--- config.mk ---
export PLATFORM = sky130hd
export DESIGN_NAME = websocket_frame_delimiter_unit
export DESIGN_NICKNAME = d
export VERILOG_FILES = /design/src/hw/rtl/wsfd_pkg.sv /design/src/hw/rtl/websocket_frame_delimiter_unit.sv /design/src/hw/rtl/wsfd_cfg.sv /design/src/hw/rtl/wsfd_core.sv
export SDC_FILE = /design/constraint.sdc
export NUM_CORES = 1
export LEC_CHECK = 0
export ABC_AREA = 0
export BUFFER_PORTS_ARGS = -buffer_cell sky130_fd_sc_hd__buf_2
export CORE_AREA = 2 2 148 150
export DETAILED_ROUTE_END_ITERATION = 16
export DIE_AREA = 0 0 150 152
export PLACE_DENSITY = 0.62
export SETUP_SLACK_MARGIN = 0.1
export SLEW_MARGIN = 30
export SYNTH_ARGS = -nofsm -noshare
export SYNTH_HDL_FRONTEND = slang
export SYNTH_SLANG_ARGS = --single-unit
--- constraint.sdc ---
create_clock -name clk -period 3.7 [get_ports clk]
set_input_delay 0.185 -clock clk [delete_from_list [all_inputs] [get_ports clk]]
set_output_delay 0.185 -clock clk [all_outputs]
set_load 0.02 [all_outputs]
--- src/hw/rtl/wsfd_pkg.sv ---
package wsfd_pkg;

    localparam logic [15:0] CFG_TIMEOUT_RESET  = 16'd10000;
    localparam logic [15:0] CFG_CAPACITY_RESET = 16'd1024;

    localparam logic [7:0] CFG_IDX_TIMEOUT  = 8'd0;
    localparam logic [7:0] CFG_IDX_CAPACITY = 8'd1;

    localparam logic [7:0] OP_TEXT   = 8'h81;
    localparam logic [7:0] OP_BINARY = 8'h82;
    localparam logic [7:0] OP_PING   = 8'h89;
    localparam logic [7:0] OP_PONG   = 8'h8a;

    localparam logic [7:0] LEN_MAX_SHORT = 8'd125;
    localparam logic [7:0] LEN_CODE_EXT  = 8'd126;

    localparam logic [1:0] TYPE_TEXT   = 2'd0;
    localparam logic [1:0] TYPE_BINARY = 2'd1;
    localparam logic [1:0] TYPE_PING   = 2'd2;
    localparam logic [1:0] TYPE_PONG   = 2'd3;

    typedef enum logic [2:0] {
        PH_FIRST  = 3'd0,
        PH_LEN    = 3'd1,
        PH_EXT_HI = 3'd2,
        PH_EXT_LO = 3'd3,
        PH_BODY   = 3'd4,
        PH_DROP   = 3'd5
    } phase_t;

    typedef enum logic [2:0] {
        K_IDLE    = 3'd0,
        K_BYTE    = 3'd1,
        K_END     = 3'd2,
        K_ERROR   = 3'd3,
        K_DROP    = 3'd4,
        K_TIMEOUT = 3'd5
    } kind_t;

    typedef struct packed {
        logic [15:0] timeout_ticks;
        logic [15:0] buffer_capacity;
    } cfg_t;

    typedef struct packed {
        logic [7:0]  out_byte;
        kind_t       kind;
        logic [1:0]  frame_type;
        logic        first_of_frame;
        logic [16:0] frame_length;
    } res_t;

endpackage

--- src/hw/rtl/websocket_frame_delimiter_unit.sv ---
// An accepted item's result is registered and shown on the output register in the next cycle.
// Throughput: 1 item per cycle; the input is taken whenever the output register
// is empty or its result is being taken in the same cycle.
// Reset (rst_n, asynchronous, active low): no result pending, first byte
// expected, all counters cleared, timeout_ticks = 10000, buffer_capacity = 1024.
module websocket_frame_delimiter_unit
    import wsfd_pkg::*;
(
    input  logic        clk,
    input  logic        rst_n,
    input  logic        in_valid,
    output logic        in_ready,
    input  logic        func,
    input  logic [7:0]  data_byte,
    input  logic        chunk_end,
    output logic        out_valid,
    input  logic        out_ready,
    output logic [7:0]  out_byte,
    output logic [2:0]  kind,
    output logic [1:0]  frame_type,
    output logic        first_of_frame,
    output logic [16:0] frame_length,
    input  logic        cfg_valid,
    output logic        cfg_ready,
    input  logic [7:0]  cfg_index,
    input  logic [15:0] cfg_data
);

    cfg_t cfg;
    res_t res;
    res_t res_reg;
    logic out_valid_reg, out_valid_next;
    logic accept;

    assign cfg_ready = 1'b1;
    assign in_ready  = !out_valid_reg || out_ready;
    assign accept    = in_valid && in_ready;

    wsfd_cfg u_cfg (
        .clk      (clk),
        .rst_n    (rst_n),
        .wr_en    (cfg_valid),
        .wr_index (cfg_index),
        .wr_data  (cfg_data),
        .cfg      (cfg)
    );

    wsfd_core u_core (
        .clk       (clk),
        .rst_n     (rst_n),
        .step      (accept),
        .func      (func),
        .data_byte (data_byte),
        .chunk_end (chunk_end),
        .cfg       (cfg),
        .res       (res)
    );

    always_comb
    begin
        out_valid_next = out_valid_reg;
        if (accept)
            out_valid_next = 1'b1;
        else if (out_ready)
            out_valid_next = 1'b0;
    end

    always_ff @(posedge clk or negedge rst_n)
    begin
        if (!rst_n)
            out_valid_reg <= 1'b0;
        else
            out_valid_reg <= out_valid_next;
    end

    always_ff @(posedge clk)
    begin
        if (accept)
            res_reg <= res;
    end

    assign out_valid      = out_valid_reg;
    assign out_byte       = res_reg.out_byte;
    assign kind           = res_reg.kind;
    assign frame_type     = res_reg.frame_type;
    assign first_of_frame = res_reg.first_of_frame;
    assign frame_length   = res_reg.frame_length;

    a_accept_shows: assert property (@(posedge clk) disable iff (!rst_n)
        accept |=> out_valid)
        else $error("accepted item gave no result");

    a_len_on_end: assert property (@(posedge clk) disable iff (!rst_n)
        (out_valid && kind == K_END) |-> (frame_length >= 17'd2))
        else $error("frame end with short length");

    a_len_zero: assert property (@(posedge clk) disable iff (!rst_n)
        (out_valid && kind != K_END) |-> (frame_length == 17'd0))
        else $error("length outside frame end");

endmodule

--- src/hw/rtl/wsfd_cfg.sv ---
module wsfd_cfg
    import wsfd_pkg::*;
(
    input  logic        clk,
    input  logic        rst_n,
    input  logic        wr_en,
    input  logic [7:0]  wr_index,
    input  logic [15:0] wr_data,
    output cfg_t        cfg
);

    logic [15:0] timeout_ticks_reg;
    logic [15:0] buffer_capacity_reg;

    always_ff @(posedge clk or negedge rst_n)
    begin
        if (!rst_n)
        begin
            timeout_ticks_reg   <= CFG_TIMEOUT_RESET;
            buffer_capacity_reg <= CFG_CAPACITY_RESET;
        end
        else if (wr_en)
        begin
            case (wr_index)
                CFG_IDX_TIMEOUT:  timeout_ticks_reg   <= wr_data;
                CFG_IDX_CAPACITY: buffer_capacity_reg <= wr_data;
                default:          ;
            endcase
        end
    end

    assign cfg.timeout_ticks   = timeout_ticks_reg;
    assign cfg.buffer_capacity = buffer_capacity_reg;

endmodule

--- src/hw/rtl/wsfd_core.sv ---
module wsfd_core
    import wsfd_pkg::*;
(
    input  logic       clk,
    input  logic       rst_n,
    input  logic       step,
    input  logic       func,
    input  logic [7:0] data_byte,
    input  logic       chunk_end,
    input  cfg_t       cfg,
    output res_t       res
);

    phase_t      phase_reg,        phase_next;
    logic [1:0]  current_type_reg, current_type_next;
    logic [7:0]  ext_len_high_reg, ext_len_high_next;
    logic [15:0] bytes_left_reg,   bytes_left_next;
    logic [16:0] byte_count_reg,   byte_count_next;
    logic [16:0] total_length_reg, total_length_next;
    logic [15:0] timer_count_reg,  timer_count_next;
    logic        timer_running_reg, timer_running_next;

    logic        cap_zero;
    logic        cap_full;
    logic        first_ok;
    logic [1:0]  first_type;
    logic [15:0] ext_len;
    logic [15:0] left_dec;
    logic        timer_expire;
    phase_t      after_err;

    assign cap_zero     = (cfg.buffer_capacity == 16'd0);
    assign cap_full     = (byte_count_reg >= {1'b0, cfg.buffer_capacity});
    assign first_ok     = data_byte inside {OP_TEXT, OP_BINARY, OP_PING, OP_PONG};
    assign ext_len      = {ext_len_high_reg, data_byte};
    assign left_dec     = (bytes_left_reg != 16'd0) ? bytes_left_reg - 16'd1 : bytes_left_reg;
    assign timer_expire = timer_running_reg && (timer_count_reg <= 16'd1);
    assign after_err    = chunk_end ? PH_FIRST : PH_DROP;

    always_comb
    begin
        case (data_byte)
            OP_TEXT:   first_type = TYPE_TEXT;
            OP_BINARY: first_type = TYPE_BINARY;
            OP_PING:   first_type = TYPE_PING;
            default:   first_type = TYPE_PONG;
        endcase
    end

    // next state
    always_comb
    begin
        logic idle_all;
        idle_all           = 1'b0;
        phase_next         = phase_reg;
        current_type_next  = current_type_reg;
        ext_len_high_next  = ext_len_high_reg;
        bytes_left_next    = bytes_left_reg;
        byte_count_next    = byte_count_reg;
        total_length_next  = total_length_reg;
        timer_count_next   = timer_count_reg;
        timer_running_next = timer_running_reg;

        if (func)
        begin
            if (timer_expire)
            begin
                idle_all   = 1'b1;
                phase_next = PH_FIRST;
            end
            else if (timer_running_reg)
                timer_count_next = timer_count_reg - 16'd1;
        end
        else if (phase_reg == PH_DROP)
        begin
            if (chunk_end)
                phase_next = PH_FIRST;
        end
        else if (phase_reg == PH_FIRST)
        begin
            if (!cap_zero)
            begin
                if (first_ok)
                begin
                    current_type_next  = first_type;
                    byte_count_next    = 17'd1;
                    timer_count_next   = cfg.timeout_ticks;
                    timer_running_next = 1'b1;
                    phase_next         = PH_LEN;
                end
                else
                begin
                    idle_all   = 1'b1;
                    phase_next = after_err;
                end
            end
        end
        else if (!cap_full)
        begin
            byte_count_next = byte_count_reg + 17'd1;
            case (phase_reg)
                PH_LEN:
                begin
                    if (current_type_reg[1])
                    begin
                        idle_all   = 1'b1;
                        if (data_byte == 8'd0)
                        begin
                            total_length_next = 17'd2;
                            phase_next        = PH_FIRST;
                        end
                        else
                            phase_next = after_err;
                    end
                    else if (data_byte <= LEN_MAX_SHORT)
                    begin
                        total_length_next = {9'd0, data_byte} + 17'd2;
                        if (data_byte == 8'd0)
                        begin
                            idle_all   = 1'b1;
                            phase_next = PH_FIRST;
                        end
                        else
                        begin
                            bytes_left_next = {8'd0, data_byte};
                            phase_next      = PH_BODY;
                        end
                    end
                    else if (data_byte == LEN_CODE_EXT)
                        phase_next = PH_EXT_HI;
                    else
                    begin
                        idle_all   = 1'b1;
                        phase_next = after_err;
                    end
                end
                PH_EXT_HI:
                begin
                    ext_len_high_next = data_byte;
                    phase_next        = PH_EXT_LO;
                end
                PH_EXT_LO:
                begin
                    total_length_next = {1'b0, ext_len} + 17'd4;
                    if (ext_len == 16'd0)
                    begin
                        idle_all   = 1'b1;
                        phase_next = PH_FIRST;
                    end
                    else
                    begin
                        bytes_left_next = ext_len;
                        phase_next      = PH_BODY;
                    end
                end
                default:
                begin
                    bytes_left_next = left_dec;
                    if (left_dec == 16'd0)
                    begin
                        idle_all   = 1'b1;
                        phase_next = PH_FIRST;
                    end
                end
            endcase
        end

        if (idle_all)
        begin
            byte_count_next    = 17'd0;
            bytes_left_next    = 16'd0;
            timer_running_next = 1'b0;
            timer_count_next   = 16'd0;
        end
    end

    // result
    always_comb
    begin
        res.out_byte       = func ? 8'd0 : data_byte;
        res.kind           = K_BYTE;
        res.frame_type     = current_type_next;
        res.first_of_frame = 1'b0;
        res.frame_length   = 17'd0;

        if (func)
            res.kind = timer_expire ? K_TIMEOUT : K_IDLE;
        else if (phase_reg == PH_DROP)
            res.kind = K_DROP;
        else if (phase_reg == PH_FIRST)
        begin
            if (cap_zero)
                res.kind = K_DROP;
            else if (first_ok)
                res.first_of_frame = 1'b1;
            else
                res.kind = K_ERROR;
        end
        else if (cap_full)
            res.kind = K_DROP;
        else
        begin
            case (phase_reg)
                PH_LEN:
                begin
                    if (current_type_reg[1] || data_byte <= LEN_MAX_SHORT)
                    begin
                        if (data_byte == 8'd0)
                        begin
                            res.kind         = K_END;
                            res.frame_length = 17'd2;
                        end
                        else if (current_type_reg[1])
                            res.kind = K_ERROR;
                    end
                    else if (data_byte != LEN_CODE_EXT)
                        res.kind = K_ERROR;
                end
                PH_EXT_HI: ;
                PH_EXT_LO:
                begin
                    if (ext_len == 16'd0)
                    begin
                        res.kind         = K_END;
                        res.frame_length = 17'd4;
                    end
                end
                default:
                begin
                    if (left_dec == 16'd0)
                    begin
                        res.kind         = K_END;
                        res.frame_length = total_length_reg;
                    end
                end
            endcase
        end
    end

    always_ff @(posedge clk or negedge rst_n)
    begin
        if (!rst_n)
        begin
            phase_reg         <= PH_FIRST;
            current_type_reg  <= 2'd0;
            ext_len_high_reg  <= 8'd0;
            bytes_left_reg    <= 16'd0;
            byte_count_reg    <= 17'd0;
            total_length_reg  <= 17'd0;
            timer_count_reg   <= 16'd0;
            timer_running_reg <= 1'b0;
        end
        else if (step)
        begin
            phase_reg         <= phase_next;
            current_type_reg  <= current_type_next;
            ext_len_high_reg  <= ext_len_high_next;
            bytes_left_reg    <= bytes_left_next;
            byte_count_reg    <= byte_count_next;
            total_length_reg  <= total_length_next;
            timer_count_reg   <= timer_count_next;
            timer_running_reg <= timer_running_next;
        end
    end

    // a frame in progress always has its timer armed
    a_timer_in_frame: assert property (@(posedge clk) disable iff (!rst_n)
        (phase_reg == PH_LEN || phase_reg == PH_EXT_HI || phase_reg == PH_EXT_LO
         || phase_reg == PH_BODY) |-> timer_running_reg)
        else $error("timer not running inside a frame");

    a_body_left: assert property (@(posedge clk) disable iff (!rst_n)
        (phase_reg == PH_BODY) |-> (bytes_left_reg != 16'd0))
        else $error("payload phase with no bytes left");

    a_first_flag: assert property (@(posedge clk) disable iff (!rst_n)
        (step && res.first_of_frame) |=> (phase_reg == PH_LEN && byte_count_reg == 17'd1))
        else $error("first byte did not open a frame");

endmodule

==> flow_summary_export.csv, run 1 <==
group,metric,value,unit
clock_network,htreeDepth,4,
yosys,syn_area_per_cell,9.52,µm²
yosys,synth_edf_count,31,
yosys,ys_seq_area_share,44.9,%
worst_setup_path,cp-end-kind,"flip-flop",
timing,period_share,93.2,%
clock_network,cts.sinks,144,
grt,grt_use_total,19.6,%
grt,grt_pass1_wl,35700,µm
yosys,synthFlopType,"dfrtp_1",
run,cap_violations,0,
timing,fmax,290,MHz
floorplan,die_w,150,µm
worst_setup_path,worst-path-max-fanout,16,
floorplan,pin_count,73,
timing,final-hold-violation-count,0,
routing,postRouteAntennaNets,0,
routing,drt-total-wl,21600,µm
worst_setup_path,critPathKind,"flip-flop to flip-flop",
floorplan,rows,54,
routing,wire_per_inst,17.1,µm
grt,grt-ovfl-total,0,
worst_setup_path,crit_path_top_delay_cell,"or3b_2",
worst_setup_path,cp_top_family,"simple AND/OR/NAND/NOR gates",
placed_design,port_buffers,71,
floorplan,core_area,0.0214,mm²
cells_and_area,final_common_cell,"dfrtp_1",
worst_setup_path,critPathArrivalTime,3.76,ns
floorplan,fp.dieH,152,µm
grt,antenna_found_initial,0,
clock_network,cts-root-buf,"clkbuf_16",
worst_setup_path,cp.buffers_inverters,2,
cells_and_area,layout-drive-gt1-share,22.4,%
routing,vias_per_cell,5.59,
placed_design,dp_hpwl,15600,µm
yosys,ys_ff_latch,144,
cells_and_area,fin_area,0.00989,mm²
timing,rsz0062_at_grt,"no",
clock_network,cts_buffers,17,
power_and_ir_drop,power_density,615,mW/mm²
power_and_ir_drop,ir_worst_vdd,0.000249,V
grt,grt_pass1_vias,6702,
yosys,synth_nets,945,
timing,whs,0.0190,ns
cells_and_area,layout.nets,1033,
clock_network,clk-insertion-delay-late,0.43,ns
clock_network,cts.clk_slew.worst_paths,0.06,ns
floorplan,initial_utilization,39.3,%
floorplan,die_area,0.0228,mm²
timing,setup_tns,0,ns
power_and_ir_drop,p_leak,4.33,nW
placed_design,dpl-instance-area,0.00920,mm²
routing,drtPass1Iterations,5,
cells_and_area,num_antenna_cells,0,
grt,grt_max_degree,66,
yosys,synth_cell_types,80,
timing,skew,0.00882,ns
yosys,synthesis.area,0.00839,mm²
clock_network,cts_tree,"yes",
timing,drv_slew,0,
worst_hold_path,hp-class,"input port to flip-flop",
timing,finalCriticalPeriod,3.45,ns
routing,vias,7062,
worst_setup_path,slowest_delay,0.47,ns
cells_and_area,area_growth,17.8,%
worst_setup_path,cpMostUsedCell,"a21oi_4",
yosys,syn_inst,882,
placed_design,place_congestion,0.919,
worst_setup_path,start_kind,"flip-flop",
yosys,async_flop_share,78.5,%
yosys,synth_warnings,0,
timing,worstMarginPinSlew,0.842,ns
cells_and_area,fillCellCount,2067,
clock_network,clk_path_buf_depth,2,
worst_setup_path,cp_cell_sequence,"inv_1 > ha_4 > or3b_2 > nor4_2 > mux2_1 > or4_4 > o31ai_4 > a21oi_4 > a21oi_4 > buf_12 > mux2_2",
worst_setup_path,critPathRequiredTime,4.01,ns
routing,drcViolationCount,0,
routing,first_iter_violations,606,
timing,setup_viol,0,
cells_and_area,final_cell_mix,"dfrtp_1, nor2_1, nand2_1",
run_status,outcome,"complete, no violations",
timing,slew_headroom,43.9,%
worst paths after layout:
path / end / slack [ns] / start / cells past startpoint
worst max-delay path: u_core.bytes_left_reg[5] / 0.25 / u_core.bytes_left_reg[0] / 11
worst min-delay path: u_cfg.buffer_capacity_reg[15] / 0.02 / cfg_data[15] / 2
worst max register to register: u_core.bytes_left_reg[5] / 0.25 / u_core.bytes_left_reg[0] / 11
worst min register to register: u_core.timer_count_reg[2] / 0.50 / u_cfg.timeout_ticks_reg[2] / 2
max in group asynchronous: u_core.ext_len_high_reg[4] / 2.39 / rst_n / 3
min in group asynchronous: u_cfg.buffer_capacity_reg[11] / 0.40 / rst_n / 2
layout make-up:
type	instances	area (µm²)	area share [%]
multi-input combinational	636	4260	43.1
sequential	144	3770	38.1
timing repair buffer	115	726	7.34
clock buffer	17	425	4.30
tap	280	350	3.54
inverter	56	210	2.13
clock inverter	15	150	1.52
worst register-to-register path, cell delays in order (launching register included):
cell and delay (ns):
dfrtp_1 0.41, inv_1 0.14, ha_4 0.19, or3b_2 0.47
nor4_2 0.18, mux2_1 0.37, or4_4 0.45, o31ai_4 0.31
a21oi_4 0.13, a21oi_4 0.16, buf_12 0.17, mux2_2 0.35
per-layer routing:
| layer | wire length [µm] | vias up | global-route usage (%) |
|---|---|---|---|
| li1 | - | 3428 | - |
| met1 | 10400 | 3387 | 28.5 |
| met2 | 9760 | 213 | 28.9 |
| met3 | 1120 | 34 | 3.96 |
| met4 | 383 | 0 | 7.01 |
| met5 | 0 | - | 0 |
cells by family after synthesis:
group | after synthesis | share of synthesized area [%]
other cells | 1 | 0.0447
mux | 63 | 8.41
flops | 144 | 44.9
compound gates | 191 | 15.9
buf+inv | 102 | 4.80
fa+ha+maj | 24 | 3.58
xor+xnor | 13 | 1.36
simple gates | 344 | 21.0
Yosys cell counts (all sizes together), types with 3 or more instances:
master | count | area, µm²
xnor2 | 4 | 35.0
o22ai | 4 | 25.0
a22o | 8 | 70.1
nor4b | 3 | 26.3
a31oi | 11 | 68.8
nor4 | 20 | 144
nor2 | 75 | 282
dfstp | 6 | 158
xor2 | 9 | 78.8
nand2 | 71 | 267
a22oi | 4 | 30.0
or3 | 6 | 37.5
mux2 | 60 | 676
nand2b | 11 | 68.8
o221ai | 9 | 78.8
nor3 | 30 | 155
and2 | 21 | 131
a21oi | 41 | 220
edfxtp | 31 | 931
inv | 54 | 203
o211ai | 9 | 67.6
and3 | 13 | 81.3
or2 | 5 | 31.3
mux2i | 3 | 30.0
buf | 10 | 57.6
dfrtp | 107 | 2680
nand4 | 13 | 81.3
a21o | 3 | 22.5
o31a | 4 | 35.0
o31ai | 13 | 111
clkbuf | 36 | 135
nand3 | 39 | 195
or4 | 10 | 78.8
ha | 24 | 300
and4 | 3 | 26.3
nor2b | 18 | 113
a211oi | 8 | 65.1
nor3b | 3 | 22.5
o21ai | 39 | 195
power by group:
part / leakage (nW) / switching [W] / internal, W
clock network: 0.281 / 0.000749 / 0.000948
registers: 1.70 / 0.000350 / 0.00193
logic: 2.35 / 0.00122 / 0.000875
total: 4.33 / 0.00232 / 0.00375
stage by stage:
step	power (W)	cells	util (%)	setup slack [ns]
after floorplan	0.00366	882	-	0.137
after global placement	0.00430	1223	43.1	0.177
after detailed placement	0.00432	1223	43.1	0.0841
after CTS	0.00604	1262	46.1	0.133
after global routing	0.00644	1263	46.3	0.105
final	0.00607	1263	46.3	0.252
timing repair:
action                                 CTS  global route
setup buffers                            0             1
setup endpoints to repair               11            28
gates resized for setup                  1             5
endpoints found under the hold margin   66             0
gates cloned                             0             0
pin swaps                                0             1
hold buffers                             7             0
Power figures use the tool's default switching activity.
==> inputs of run 2 (changes only) <==
--- a/config.mk
+++ b/config.mk
@@ -10,7 +10,7 @@
 export CORE_AREA = 2 2 148 150
 export DETAILED_ROUTE_END_ITERATION = 16
 export DIE_AREA = 0 0 150 152
-export PLACE_DENSITY = 0.62
+export PLACE_DENSITY = 0.6
 export SETUP_SLACK_MARGIN = 0.1
 export SLEW_MARGIN = 30
 export SYNTH_ARGS = -nofsm -noshare
==> constraint.sdc (replaced) <==
create_clock -name clk -period 4 [get_ports clk]
set_input_delay 0.2 -clock clk [delete_from_list [all_inputs] [get_ports clk]]
set_output_delay 0.2 -clock clk [all_outputs]
set_load 0.02 [all_outputs]
==> run 2 against run 1 <==
Effect of this change:
- register-to-register slack about the same
- clock power decreased by 8%
- critical path depth unchanged
- design area decreased by 1.1%
- via count down 1.4%
- clock-buffer cell count unchanged
- fmax is 8.0% lower
- critical path type unchanged
- routed wire length down 0.81%
- clock skew hardly changed
- largest power group unchanged
- hold slack gained 0.0041 ns
- first-iteration DRC count down 19%
- final cell count decreased by 0.87%
==> flow_summary_export.csv, run 2 (synthesis results as in run 1) <==
group,metric,value,unit
run_status,outcome,"complete, no violations",
floorplan,die_w,150,µm
cells_and_area,fin_util,45.8,%
routing,drt-total-wl,21400,µm
clock_network,cts_tree,"yes",
floorplan,initial_utilization,39.3,%
floorplan,fp.dieH,152,µm
placed_design,dp_cells,1218,
routing,drtPass1Iterations,5,
placed_design,dpl-instance-area,0.00917,mm²
floorplan,rows,54,
grt,antenna_found_initial,0,
power_and_ir_drop,p_leak,4.27,nW
worst_setup_path,cpMostUsedCell,"mux2_1",
power_and_ir_drop,power_density,567,mW/mm²
placed_design,port_buffers,71,
timing,setup_tns,0,ns
worst_setup_path,critPathArrivalTime,4.06,ns
power_and_ir_drop,seq_power_share,38.0,%
timing,rsz0062_at_grt,"no",
power_and_ir_drop,clock_power_share,28.1,%
worst_setup_path,r2r_slack,0.25,ns
timing,setup_viol,0,
floorplan,core_area,0.0214,mm²
placed_design,place_congestion,0.935,
cells_and_area,area_growth,16.4,%
cells_and_area,instances_no_fill,1252,
timing,fmax,267,MHz
cells_and_area,final_common_cell,"dfrtp_1",
clock_network,cts.clk_slew.worst_paths,0.06,ns
routing,vias_per_cell,5.56,
grt,grt-ovfl-total,0,
clock_network,cts_buffers,17,
worst_setup_path,start_kind,"flip-flop",
power_and_ir_drop,ir_worst_vdd,0.000216,V
timing,period_share,93.7,%
cells_and_area,final_cell_mix,"dfrtp_1, nor2_1, nand2_1",
timing,drv_slew,0,
timing,finalCriticalPeriod,3.75,ns
worst_setup_path,critPathKind,"flip-flop to flip-flop",
worst_setup_path,cp_cell_sequence,"inv_1 > ha_2 > or3b_2 > nor4_1 > mux2_1 > or4_4 > o31ai_4 > a21oi_2 > a21oi_4 > buf_4 > mux2_1",
routing,vias,6963,
grt,grt_pass1_vias,6806,
grt,grt_use_total,19.7,%
grt,grt_pass1_wl,36100,µm
clock_network,clk-insertion-delay-late,0.43,ns
routing,first_iter_violations,493,
run,cap_violations,0,
routing,postRouteAntennaNets,0,
clock_network,post_cts_buffers,0,
worst_setup_path,cp-end-kind,"flip-flop",
worst_setup_path,crit_path_top_delay_cell,"or3b_2",
worst_setup_path,critPathRequiredTime,4.31,ns
worst_setup_path,worst-path-max-fanout,14,
grt,grt_max_degree,61,
cells_and_area,num_antenna_cells,0,
clock_network,htreeDepth,4,
cells_and_area,layout-drive-gt1-share,21.9,%
power_and_ir_drop,p_int,0.00344,W
placed_design,dp_hpwl,15500,µm
floorplan,die_area,0.0228,mm²
clock_network,clk_path_buf_depth,2,
power_and_ir_drop,power_frac_comb,33.9,%
worst_setup_path,slowest_delay,0.54,ns
timing,worstMarginPinSlew,0.866,ns
timing,whs,0.0231,ns
power_and_ir_drop,p_sw_share,38.0,%
cells_and_area,fin_area,0.00977,mm²
cells_and_area,layout.nets,1022,
routing,wire_per_inst,17.1,µm
power_and_ir_drop,switching_power,0.00210,W
clock_network,cts-root-buf,"clkbuf_16",
floorplan,pin_count,73,
worst_hold_path,hp-class,"input port to flip-flop",
timing,slew_headroom,40.7,%
clock_network,cts.sinks,144,
timing,final-hold-violation-count,0,
routing,drcViolationCount,0,
timing,skew,0.00921,ns
run 2: repair_timing:
action                                  in CTS  in global routing
endpoints found under the setup margin       0                 14
resized for setup                            0                  1
hold buffers                                 2                  0
endpoints found under the hold margin       54                  0
run 2: worst max-delay path: cells and delay by family, from the launching register on:
family | cells | cell delay (ns)
AOI/OAI and AO/OA | 3 | 0.62
DFF | 1 | 0.42
buffers and inverters | 2 | 0.36
and+or+nand+nor | 3 | 1.26
muxes | 2 | 0.72
adders and majority gates | 1 | 0.24
run 2: worst paths after layout:
check | start | to | cells after the start
min in group asynchronous | rst_n | u_core.byte_count_reg[12] | 2
min reg2reg | u_cfg.timeout_ticks_reg[2] | u_core.timer_count_reg[2] | 2
max | u_core.bytes_left_reg[0] | u_core.bytes_left_reg[8] | 11
min | cfg_data[9] | u_cfg.timeout_ticks_reg[9] | 2
max reg2reg | u_core.bytes_left_reg[0] | u_core.bytes_left_reg[8] | 11
max in group asynchronous | rst_n | u_core.ext_len_high_reg[2] | 3
run 2: cell type report:
class,count,area [µm²]
clock buffers,17,425
clock inverters,15,153
fillers,2056,11600
inverters,56,210
multi-input cells,636,4230
flip-flops and latches,144,3770
well taps,280,350
repair buffers,104,636
run 2: per-layer routing:
layer / track usage [%] / share of wire [%] / vias to the layer above
met3: 3.81 / 4.9 / 26
li1: - / - / 3398
met2: 29.2 / 45 / 187
met4: 6.11 / 1.4 / 0
met1: 29.0 / 49 / 3352
met5: 0 / 0 / -
run 2: power by group through the flow:
stage	Combinational [W]	Sequential [W]	Clock, W
2_1_floorplan	0.00136	0.00202	0
3_3_place_gp	0.00184	0.00212	0
3_5_place_dp	0.00186	0.00213	0
4_1_cts	0.00187	0.00210	0.00159
5_1_grt	0.00211	0.00215	0.00166
6_report	0.00188	0.00210	0.00156
run 2: stage by stage:
stage               worst slack, ns  power, W
finish                        0.250   0.00554
global route                  0.111   0.00591
CTS                           0.254   0.00556
detailed placement            0.268   0.00398
global placement              0.326   0.00396
floorplan                     0.437   0.00338
